--- config.mk ---
export PLATFORM = sky130hd
export DESIGN_NAME = neighbor_table_mark_sweep
export DESIGN_NICKNAME = d
export VERILOG_FILES = /design/src/rtl/ntms_pkg.sv /design/src/rtl/ntms_dpath.sv /design/src/rtl/ntms_ctrl.sv /design/src/rtl/neighbor_table_mark_sweep.sv
export SDC_FILE = /design/constraint.sdc
export NUM_CORES = 2
export LEC_CHECK = 0
export BUFFER_PORTS_ARGS = -buffer_cell sky130_fd_sc_hd__clkbuf_2
export CORE_ASPECT_RATIO = 0.75
export CORE_UTILIZATION = 25
export DETAILED_ROUTE_END_ITERATION = 8
export GPL_ROUTABILITY_DRIVEN = 0
export PLACE_DENSITY = 0.41
export SLEW_MARGIN = 10
export SYNTH_ARGS = -nofsm -noshare
export SYNTH_HDL_FRONTEND = slang
export SYNTH_SLANG_ARGS = --single-unit
--- constraint.sdc ---
create_clock -name clk -period 7 [get_ports clk]
set_input_delay 0.35 -clock clk [delete_from_list [all_inputs] [get_ports clk]]
set_output_delay 0.35 -clock clk [all_outputs]
set_load 0.02 [all_outputs]
--- src/rtl/ntms_pkg.sv ---
// Shared types and constants of the neighbor table.
package ntms_pkg;

  localparam int CAPACITY    = 16;
  localparam int IDX_W       = (CAPACITY > 1) ? $clog2(CAPACITY) : 1;
  localparam int CNT_W       = $clog2(CAPACITY + 1);
  localparam int ID_W        = 16;
  localparam int MEAS_W      = 16;
  localparam int REC_W       = 3 * MEAS_W;
  localparam int COUNT_W     = 5;
  localparam int OP_W        = 2;
  localparam int IN_TDATA_W  = 72;
  localparam int OUT_TDATA_W = 72;
  localparam int OUT_TUSER_W = 2;

  typedef enum logic [OP_W-1:0] {
    OP_ADD    = 2'd0,
    OP_LOOKUP = 2'd1,
    OP_SWEEP  = 2'd2,
    OP_CLEAR  = 2'd3
  } op_t;

  typedef enum logic [2:0] {
    ST_IDLE,
    ST_SEARCH,
    ST_HIT,
    ST_MISS,
    ST_COUNT,
    ST_SWEEP,
    ST_EMPTY
  } state_t;

  typedef enum logic [1:0] {
    LD_HIT,
    LD_NEW,
    LD_HEAD
  } load_sel_t;

  typedef enum logic [1:0] {
    FILL_HOLD,
    FILL_INC,
    FILL_DEC,
    FILL_CLEAR
  } fill_op_t;

  typedef struct packed {
    logic             capture;
    logic             rotate;
    logic             append;
    load_sel_t        load_sel;
    fill_op_t         fill_op;
    logic             clear_marks;
    logic             emit;
    logic             found;
    logic             show_meas;
    logic             removed;
    logic             use_keep;
    logic             last;
    logic [IDX_W-1:0] idx;
    logic [CNT_W-1:0] keep;
  } dp_cmd_t;

  typedef struct packed {
    logic [CNT_W-1:0] fill;
    logic             hit;
    logic             idx_mark;
    logic             head_mark;
    logic             out_free;
  } dp_stat_t;

endpackage

--- src/rtl/ntms_dpath.sv ---
// Datapath: age-ordered slot rows, request latch, fill level and output register.
module ntms_dpath (
  input  logic                                clk,
  input  logic                                rst,
  input  ntms_pkg::dp_cmd_t                   cmd,
  output ntms_pkg::dp_stat_t                  stat,
  input  logic [ntms_pkg::IN_TDATA_W-1:0]     in_tdata,
  input  logic                                m_axis_tready,
  output logic                                m_axis_tvalid,
  output logic [ntms_pkg::OUT_TDATA_W-1:0]    m_axis_tdata,
  output logic [ntms_pkg::OUT_TUSER_W-1:0]    m_axis_tuser,
  output logic                                m_axis_tlast
);

  localparam int CAP   = ntms_pkg::CAPACITY;
  localparam int IDX_W = ntms_pkg::IDX_W;
  localparam int CNT_W = ntms_pkg::CNT_W;
  localparam int ID_W  = ntms_pkg::ID_W;
  localparam int M_W   = ntms_pkg::MEAS_W;
  localparam int REC_W = ntms_pkg::REC_W;
  localparam int C_W   = ntms_pkg::COUNT_W;

  // latched request
  logic [ID_W-1:0]  key_id;
  logic [REC_W-1:0] key_meas;
  logic             key_win;

  logic [ID_W-1:0]  slot_id   [CAP];
  logic [REC_W-1:0] slot_meas [CAP];
  logic             slot_mark [CAP];
  logic [CNT_W-1:0] fill;
  logic [CNT_W-1:0] fill_next;
  logic [CNT_W-1:0] fill_dec;
  logic [IDX_W-1:0] top;

  logic [ID_W-1:0]  load_id;
  logic [REC_W-1:0] load_meas;
  logic             load_mark;

  logic             out_valid;
  logic             out_found;
  logic [REC_W-1:0] out_meas;
  logic             out_rvalid;
  logic [ID_W-1:0]  out_rid;
  logic [C_W-1:0]   out_count;
  logic             out_last;

  always_ff @(posedge clk) begin
    if (cmd.capture) begin
      key_id   <= in_tdata[ID_W-1:0];
      // distance in the high third, elevation in the low third
      key_meas <= {in_tdata[2*M_W-1:M_W], in_tdata[3*M_W-1:2*M_W],
                   in_tdata[4*M_W-1:3*M_W]};
      key_win  <= in_tdata[4*M_W];
    end
  end

  assign fill_dec = fill - CNT_W'(1);
  assign top      = cmd.append ? fill[IDX_W-1:0] : fill_dec[IDX_W-1:0];

  always_comb begin
    unique case (cmd.load_sel)
      ntms_pkg::LD_HIT: begin
        load_id   = key_id;
        load_meas = key_meas;
        load_mark = slot_mark[cmd.idx] | key_win;
      end
      ntms_pkg::LD_HEAD: begin
        load_id   = slot_id[0];
        load_meas = slot_meas[0];
        load_mark = 1'b0;
      end
      default: begin
        load_id   = key_id;
        load_meas = key_meas;
        load_mark = key_win;
      end
    endcase
  end

  // Rotate: unless appending, rows idx..top-1 take their newer neighbor; row top takes the load.
  for (genvar i = 0; i < CAP; i++) begin : g_row
    logic shift_en;
    logic load_en;
    assign load_en = cmd.rotate && (IDX_W'(i) == top);
    if (i < CAP - 1) begin : g_shift
      assign shift_en = cmd.rotate && !cmd.append && (IDX_W'(i) >= cmd.idx) &&
                        (IDX_W'(i) < top);
      always_ff @(posedge clk) begin
        if (load_en) begin
          slot_id[i]   <= load_id;
          slot_meas[i] <= load_meas;
        end else if (shift_en) begin
          slot_id[i]   <= slot_id[i+1];
          slot_meas[i] <= slot_meas[i+1];
        end
      end
      always_ff @(posedge clk) begin
        if (rst || cmd.clear_marks) begin
          slot_mark[i] <= 1'b0;
        end else if (load_en) begin
          slot_mark[i] <= load_mark;
        end else if (shift_en) begin
          slot_mark[i] <= slot_mark[i+1];
        end
      end
    end else begin : g_newest
      assign shift_en = 1'b0;
      always_ff @(posedge clk) begin
        if (load_en) begin
          slot_id[i]   <= load_id;
          slot_meas[i] <= load_meas;
        end
      end
      always_ff @(posedge clk) begin
        if (rst || cmd.clear_marks) begin
          slot_mark[i] <= 1'b0;
        end else if (load_en) begin
          slot_mark[i] <= load_mark;
        end
      end
    end
  end

  always_comb begin
    unique case (cmd.fill_op)
      ntms_pkg::FILL_INC:   fill_next = fill + CNT_W'(1);
      ntms_pkg::FILL_DEC:   fill_next = fill_dec;
      ntms_pkg::FILL_CLEAR: fill_next = '0;
      default:              fill_next = fill;
    endcase
  end

  always_ff @(posedge clk) begin
    if (rst) begin
      fill <= '0;
    end else begin
      fill <= fill_next;
    end
  end

  // output register
  always_ff @(posedge clk) begin
    if (rst) begin
      out_valid <= 1'b0;
    end else if (cmd.emit) begin
      out_valid <= 1'b1;
    end else if (m_axis_tready) begin
      out_valid <= 1'b0;
    end
  end

  always_ff @(posedge clk) begin
    if (cmd.emit) begin
      out_found  <= cmd.found;
      out_meas   <= cmd.show_meas ? slot_meas[cmd.idx] : '0;
      out_rvalid <= cmd.removed;
      out_rid    <= cmd.removed ? slot_id[0] : '0;
      out_count  <= cmd.use_keep ? C_W'(cmd.keep) : C_W'(fill_next);
      out_last   <= cmd.last;
    end
  end

  assign stat = '{fill:      fill,
                  hit:       (slot_id[cmd.idx] == key_id),
                  idx_mark:  slot_mark[cmd.idx],
                  head_mark: slot_mark[0],
                  out_free:  (!out_valid || m_axis_tready)};

  assign m_axis_tvalid = out_valid;
  assign m_axis_tdata  = {{(ntms_pkg::OUT_TDATA_W - 4*M_W - C_W){1'b0}}, out_count, out_rid,
                          out_meas[M_W-1:0], out_meas[2*M_W-1:M_W],
                          out_meas[3*M_W-1:2*M_W]};
  assign m_axis_tuser  = {out_rvalid, out_found};
  assign m_axis_tlast  = out_last;

endmodule

--- src/rtl/ntms_ctrl.sv ---
// Controller: sequences search, update, sweep and clear requests over the datapath.
module ntms_ctrl (
  input  logic                        clk,
  input  logic                        rst,
  input  logic                        s_axis_tvalid,
  output logic                        s_axis_tready,
  input  logic [ntms_pkg::OP_W-1:0]   op_in,
  input  ntms_pkg::dp_stat_t          stat,
  output ntms_pkg::dp_cmd_t           cmd
);

  localparam int IDX_W = ntms_pkg::IDX_W;
  localparam int CNT_W = ntms_pkg::CNT_W;

  ntms_pkg::state_t state, state_next;
  ntms_pkg::op_t    op, op_next;
  logic [IDX_W-1:0] idx, idx_next;
  logic [CNT_W-1:0] steps, steps_next;
  logic [CNT_W-1:0] gone, gone_next;
  logic [CNT_W-1:0] keep, keep_next;
  logic             none, none_next;
  logic [CNT_W-1:0] fill_dec;

  assign s_axis_tready = (state == ntms_pkg::ST_IDLE);
  assign fill_dec      = stat.fill - CNT_W'(1);

  always_ff @(posedge clk) begin
    if (rst) begin
      state <= ntms_pkg::ST_IDLE;
    end else begin
      state <= state_next;
    end
  end

  always_ff @(posedge clk) begin
    op    <= op_next;
    idx   <= idx_next;
    steps <= steps_next;
    gone  <= gone_next;
    keep  <= keep_next;
    none  <= none_next;
  end

  always_comb begin
    state_next = state;
    unique case (state)
      ntms_pkg::ST_IDLE: begin
        if (s_axis_tvalid) begin
          unique case (ntms_pkg::op_t'(op_in))
            ntms_pkg::OP_SWEEP: state_next = ntms_pkg::ST_COUNT;
            ntms_pkg::OP_CLEAR: state_next = ntms_pkg::ST_EMPTY;
            default: begin
              state_next = (stat.fill == '0) ? ntms_pkg::ST_MISS : ntms_pkg::ST_SEARCH;
            end
          endcase
        end
      end
      ntms_pkg::ST_SEARCH: begin
        priority if (stat.hit) begin
          state_next = ntms_pkg::ST_HIT;
        end else if (idx == '0) begin
          state_next = ntms_pkg::ST_MISS;
        end
      end
      ntms_pkg::ST_HIT, ntms_pkg::ST_MISS, ntms_pkg::ST_EMPTY: begin
        if (stat.out_free) begin
          state_next = ntms_pkg::ST_IDLE;
        end
      end
      ntms_pkg::ST_COUNT: begin
        if (steps == '0) begin
          state_next = ntms_pkg::ST_SWEEP;
        end
      end
      ntms_pkg::ST_SWEEP: begin
        if (steps == '0) begin
          state_next = none ? ntms_pkg::ST_EMPTY : ntms_pkg::ST_IDLE;
        end
      end
      default: state_next = ntms_pkg::ST_IDLE;
    endcase
  end

  always_comb begin
    cmd          = '0;
    cmd.load_sel = ntms_pkg::LD_NEW;
    cmd.fill_op  = ntms_pkg::FILL_HOLD;
    cmd.idx      = idx;
    cmd.keep     = keep;
    op_next      = op;
    idx_next     = idx;
    steps_next   = steps;
    gone_next    = gone;
    keep_next    = keep;
    none_next    = none;
    unique case (state)
      ntms_pkg::ST_IDLE: begin
        if (s_axis_tvalid) begin
          cmd.capture = 1'b1;
          op_next     = ntms_pkg::op_t'(op_in);
          idx_next    = (ntms_pkg::op_t'(op_in) == ntms_pkg::OP_SWEEP) ? '0 :
                        fill_dec[IDX_W-1:0];
          steps_next  = stat.fill;
          keep_next   = '0;
        end
      end
      ntms_pkg::ST_SEARCH: begin
        if (!stat.hit && idx != '0) begin
          idx_next = idx - IDX_W'(1);
        end
      end
      ntms_pkg::ST_HIT: begin
        if (stat.out_free) begin
          cmd.emit  = 1'b1;
          cmd.found = 1'b1;
          cmd.last  = 1'b1;
          if (op == ntms_pkg::OP_ADD) begin
            cmd.rotate   = 1'b1;
            cmd.load_sel = ntms_pkg::LD_HIT;
          end else begin
            cmd.show_meas = 1'b1;
          end
        end
      end
      ntms_pkg::ST_MISS: begin
        if (stat.out_free) begin
          cmd.emit = 1'b1;
          cmd.last = 1'b1;
          if (op == ntms_pkg::OP_ADD) begin
            cmd.rotate = 1'b1;
            // full table: the search ended at the oldest row, which drops out
            if (stat.fill == CNT_W'(ntms_pkg::CAPACITY)) begin
              cmd.removed = 1'b1;
            end else begin
              cmd.append  = 1'b1;
              cmd.fill_op = ntms_pkg::FILL_INC;
            end
          end
        end
      end
      ntms_pkg::ST_EMPTY: begin
        if (stat.out_free) begin
          cmd.emit = 1'b1;
          cmd.last = 1'b1;
          if (op == ntms_pkg::OP_CLEAR) begin
            cmd.fill_op     = ntms_pkg::FILL_CLEAR;
            cmd.clear_marks = 1'b1;
          end
        end
      end
      ntms_pkg::ST_COUNT: begin
        // first pass counts survivors so every removal result carries the final count
        if (steps != '0) begin
          keep_next  = keep + CNT_W'(stat.idx_mark);
          idx_next   = idx + IDX_W'(1);
          steps_next = steps - CNT_W'(1);
        end else begin
          idx_next   = '0;
          steps_next = stat.fill;
          gone_next  = stat.fill - keep;
          none_next  = (stat.fill == keep);
        end
      end
      ntms_pkg::ST_SWEEP: begin
        // oldest row leaves; marked rows go back on the newest end with mark cleared
        if (steps != '0) begin
          if (stat.head_mark) begin
            cmd.rotate   = 1'b1;
            cmd.load_sel = ntms_pkg::LD_HEAD;
            steps_next   = steps - CNT_W'(1);
          end else if (stat.out_free) begin
            cmd.rotate   = 1'b1;
            cmd.load_sel = ntms_pkg::LD_HEAD;
            cmd.fill_op  = ntms_pkg::FILL_DEC;
            cmd.emit     = 1'b1;
            cmd.removed  = 1'b1;
            cmd.use_keep = 1'b1;
            cmd.last     = (gone == CNT_W'(1));
            gone_next    = gone - CNT_W'(1);
            steps_next   = steps - CNT_W'(1);
          end
        end
      end
      default: begin
        cmd.idx = idx;
      end
    endcase
  end

endmodule

--- src/rtl/neighbor_table_mark_sweep.sv ---
// Top level of the neighbor table with mark-and-sweep aging.

// Keeps up to 16 neighbors, oldest first, and serves one request at a time:
// s_axis_tready is high only while no request is in progress. An add or a
// lookup compares one stored id per cycle from the newest end. A sweep walks
// the table twice, once to count the marked rows and once to rotate every
// row out of the oldest slot, and emits one result per removed id, or a
// single result when nothing is removed. A stalled master side holds
// results back and stretches the request by the stall; the output
// register lets the last result wait while the next request is taken.
module neighbor_table_mark_sweep (
  input  logic                                clk,
  input  logic                                rst,
  input  logic                                s_axis_tvalid,
  output logic                                s_axis_tready,
  // robot_id, distance, azimuth, elevation, mark_window, zero pad
  input  logic [ntms_pkg::IN_TDATA_W-1:0]     s_axis_tdata,
  // operation
  input  logic [ntms_pkg::OP_W-1:0]           s_axis_tuser,
  output logic                                m_axis_tvalid,
  input  logic                                m_axis_tready,
  // found_distance, found_azimuth, found_elevation, removed_id, neighbor_count, zero pad
  output logic [ntms_pkg::OUT_TDATA_W-1:0]    m_axis_tdata,
  // found, removed_valid
  output logic [ntms_pkg::OUT_TUSER_W-1:0]    m_axis_tuser,
  output logic                                m_axis_tlast
);

  ntms_pkg::dp_cmd_t  cmd;
  ntms_pkg::dp_stat_t stat;

  ntms_ctrl u_ctrl (
    .clk           (clk),
    .rst           (rst),
    .s_axis_tvalid (s_axis_tvalid),
    .s_axis_tready (s_axis_tready),
    .op_in         (s_axis_tuser),
    .stat          (stat),
    .cmd           (cmd)
  );

  ntms_dpath u_dpath (
    .clk           (clk),
    .rst           (rst),
    .cmd           (cmd),
    .stat          (stat),
    .in_tdata      (s_axis_tdata),
    .m_axis_tready (m_axis_tready),
    .m_axis_tvalid (m_axis_tvalid),
    .m_axis_tdata  (m_axis_tdata),
    .m_axis_tuser  (m_axis_tuser),
    .m_axis_tlast  (m_axis_tlast)
  );

  a_fill_range: assert property (@(posedge clk) disable iff (rst)
    stat.fill <= ntms_pkg::CNT_W'(ntms_pkg::CAPACITY))
    else $error("fill level beyond capacity");

  a_emit_free: assert property (@(posedge clk) disable iff (rst)
    cmd.emit |-> (!m_axis_tvalid || m_axis_tready))
    else $error("result overwrote a pending result");

  a_one_request: assert property (@(posedge clk) disable iff (rst)
    (s_axis_tvalid && s_axis_tready) |=> !s_axis_tready)
    else $error("second request taken while busy");

  a_count_range: assert property (@(posedge clk) disable iff (rst)
    m_axis_tvalid |-> (m_axis_tdata[68:64] <= ntms_pkg::COUNT_W'(ntms_pkg::CAPACITY)))
    else $error("reported count beyond capacity");

endmodule
==> metrics <==
mapped cell area=0.05768 mm2; vias per cell=4.864; predominant post-synthesis flop cell=edfxtp_1; first-pass GRT wire length=279.4 mm; sequential group share of total power=38.7%; Layout area overhead=16.65%; dpl ws=2060 ps; Rel. slew slack=26.11%; Warnings, synthesis=0; Fmax achieved=195.5 MHz; DRC viols=0; dpl cells=7472; total gr overflow=0; design area=0.06728 mm2; Slew Limit Fails=0; Hold Crit Class=in -> reg; Synth Instances=4509; dominant cells by area after synthesis=edfxtp_1 62%, mux4_2 12%, a21oi_1 8.5%; Clock Latency Late Sink=820 ps; WL per Instance=25.04 um; number of global-route vias before repair=36699; CP Data Arrival Time=5520 ps; Fin. Hold Viols=0; CP endpoint kind=flop; Core Box Area=0.2290 mm2; final WL=195.1 mm; CP required=7400 ps; CTS max path bufs=4; area of the die=0.2327 mm2; asr flop ratio synth=0%; DRT antenna net count=0; post-DP HPWL=104.6 mm; PortBufs=144; Root Driver=clkbuf_16; crit-path max cell delay=800 ps; sequential share of the synthesized area=62.87%; status=finished, final reports clean; Final Non-Filler Cells=7792; gr usage total=16.55%; die width=556.6 um; dominant cell type by area after synthesis=edfxtp_1; Num Clock Sinks=1212; Synth cell types=68; Starting Density=25.19%; Synth Register Bits=1212; Worst Tran Pin Value=1108 ps; Max-cap violations=0; Final setup viols=0; routing usage on met3=2.149%; VDD IR max=0.3652 mV; Mean Syn Cell Area=12.79 um2; row count=152; M1 GR Usage=25.52%; busiest grt layer=met1; worst-path cell chain=inv_1 > ha_1 > nand4bb_1 > and4_1 > xnor2_1 > nor3_1 > nand2_1 > a311o_2 > o21ai_4 > buf_4 > buf_4; clock period minus worst slack=5115 ps; Die Height=418.0 um; Leakage=22.65 nW; Inserted Clock Buffers=149; IO Count=155; H-tree depth=4; Detailed Routing Iterations Pass 1=5; clock slew at reported path FFs=60 ps; Post-layout nets=4707; CP max-delay cell=buf_4; fin util=29.38%; antenna violations before repair=3; Tot Pwr=28.32 mW; layout cells sized above 1=17.43%; critical path class=reg -> reg; CTS tree=done; RSZ-0062 raised after global routing=false; Max FO, Critical Path=42; largest net degree at the start of global routing=131; met2 Resource Use GR=24.63%; Net Switching=10.08 mW; routed via count=37902; clock power share=25.9%; Hold Slack=224.0 ps; sw frac=35.58%; Final WS setup=1885 ps; skew final=60.08 ps; Power per Cell Area=420.9 mW/mm2; Comb power frac=35.4%; Post-synth EDFFs=1199; flop-to-flop setup slack=1880 ps; Internal Power=18.25 mW; TNS Setup=0 ps; initial drt markers=3708; period utilisation layout=73.07%; nature of the critical path startpoint=flop; CP most frequent cell=buf_4; post-synth top area share=62.42%; Area after DPL=0.06220 mm2
## logic make-up after synthesis
kind of cell | synth area share, %
compound gates | 9.708
xor+xnor | 0.8200
fa+ha+maj | 0.4035
buf+inv | 3.482
flops | 62.87
mux | 13.78
other cells | 0.006502
simple gates | 8.925
## final timing paths
path                                             from                       to  depth (start not counted)
worst max register to register        u_dpath.fill[0]  u_dpath.slot_id[14][14]                         11
worst min register to register  u_dpath.slot_id[5][9]    u_dpath.slot_id[4][9]                          2
worst min-delay path                    s_axis_tvalid                     flop                          4
worst max-delay path                  u_dpath.fill[0]  u_dpath.slot_id[14][14]                         11
## worst max-delay path: cells and delay by family, from the launching register on
family / cells / cell delay [ps]
adder cells (fa/ha/maj): 1 / 300
AO/OA/AOI/OAI: 2 / 550
AND/OR/NAND/NOR: 4 / 1340
XOR/XNOR: 1 / 220
flip-flops: 1 / 620
buffers and inverters: 3 / 1660
## cell type report
cell class | count | area, um2
fillers | 23401 | 161700
flip-flops and latches | 1212 | 36270
multi-input cells | 2807 | 19700
clock buffers | 181 | 3890
well taps | 3080 | 3854
repair buffers | 342 | 2678
clock inverters | 70 | 504.2
inverters | 99 | 376.6
diodes | 1 | 2.502
## cells in the mapped netlist, types with 7 or more instances
cell type,instances
or2_2,10
a22oi_1,9
buf_6,7
mux4_2,299
ha_1,17
and2_1,21
buf_1,44
clkbuf_1,283
o21ai_0,35
dfxtp_1,13
nand4_1,8
edfxtp_1,1199
nand2b_1,11
o211ai_1,7
buf_2,50
mux2i_1,88
nand2_1,47
mux4_1,10
nor2_1,1024
nor3_1,17
a21oi_1,983
nand3_1,24
nor2b_1,55
xor2_1,20
buf_4,8
inv_1,98
xnor2_1,34
## power by group through the flow
stage          combinational, mW  sequential (mW)  clock, mW
2_1_floorplan               6.72             10.9          0
5_1_grt                     10.8             11.1       7.82
6_report                    10.0             11.0       7.34
3_5_place_dp                10.2             11.1          0
3_3_place_gp                10.1             11.1          0
4_1_cts                     10.2             11.0       7.55
## flip-flops by register name, summed over array words and instances, names as in the netlist, 4 cells and up, named ones only
signal and count:
u_ctrl.gone 5, u_ctrl.idx 4, u_ctrl.keep 5, u_ctrl.steps 5, u_dpath.fill 5, u_dpath.key_id 16, u_dpath.key_meas 48, u_dpath.out_count 5
u_dpath.out_meas 48, u_dpath.out_rid 16, u_dpath.slot_id 256, u_dpath.slot_mark 16, u_dpath.slot_meas 768
## layer usage
metal,share of wire [%],vias up
li1,-,16992
met1,50,19521
met2,43,1164
met3,5.2,225
met4,1.7,0
met5,0,-
## timing repair
item                                   4_1_cts  5_1_grt
setup buffers                                0        0
hold buffers                                68        0
endpoints found under the hold margin       75        0
resized for setup                            0        0
## layout by cell type, fill, tap and decap left out, drive strengths merged, types with 7 or more instances in the layout
cell         Yosys  routed
nor2          1024    1024
o21ai           35      35
a21oi          983     983
nand2b          11      11
xor2            20      20
inv             98     101
and2            21      21
buf            110     130
mux2i           88      88
nor2b           55      55
or2             10      10
nor4             7       7
nand4            8       8
a22oi            9       9
clkinv           1      60
nand2           47      47
a31oi            7       7
dlygate4sd3      0      68
edfxtp        1199    1199
dfxtp           13      13
mux4           309     309
nor3            18      18
o211ai           7       7
nand3           24      24
ha              17      17
clkbuf         283     325
xnor2           34      34
No activity file was read; power rests on OpenSTA's default activity.
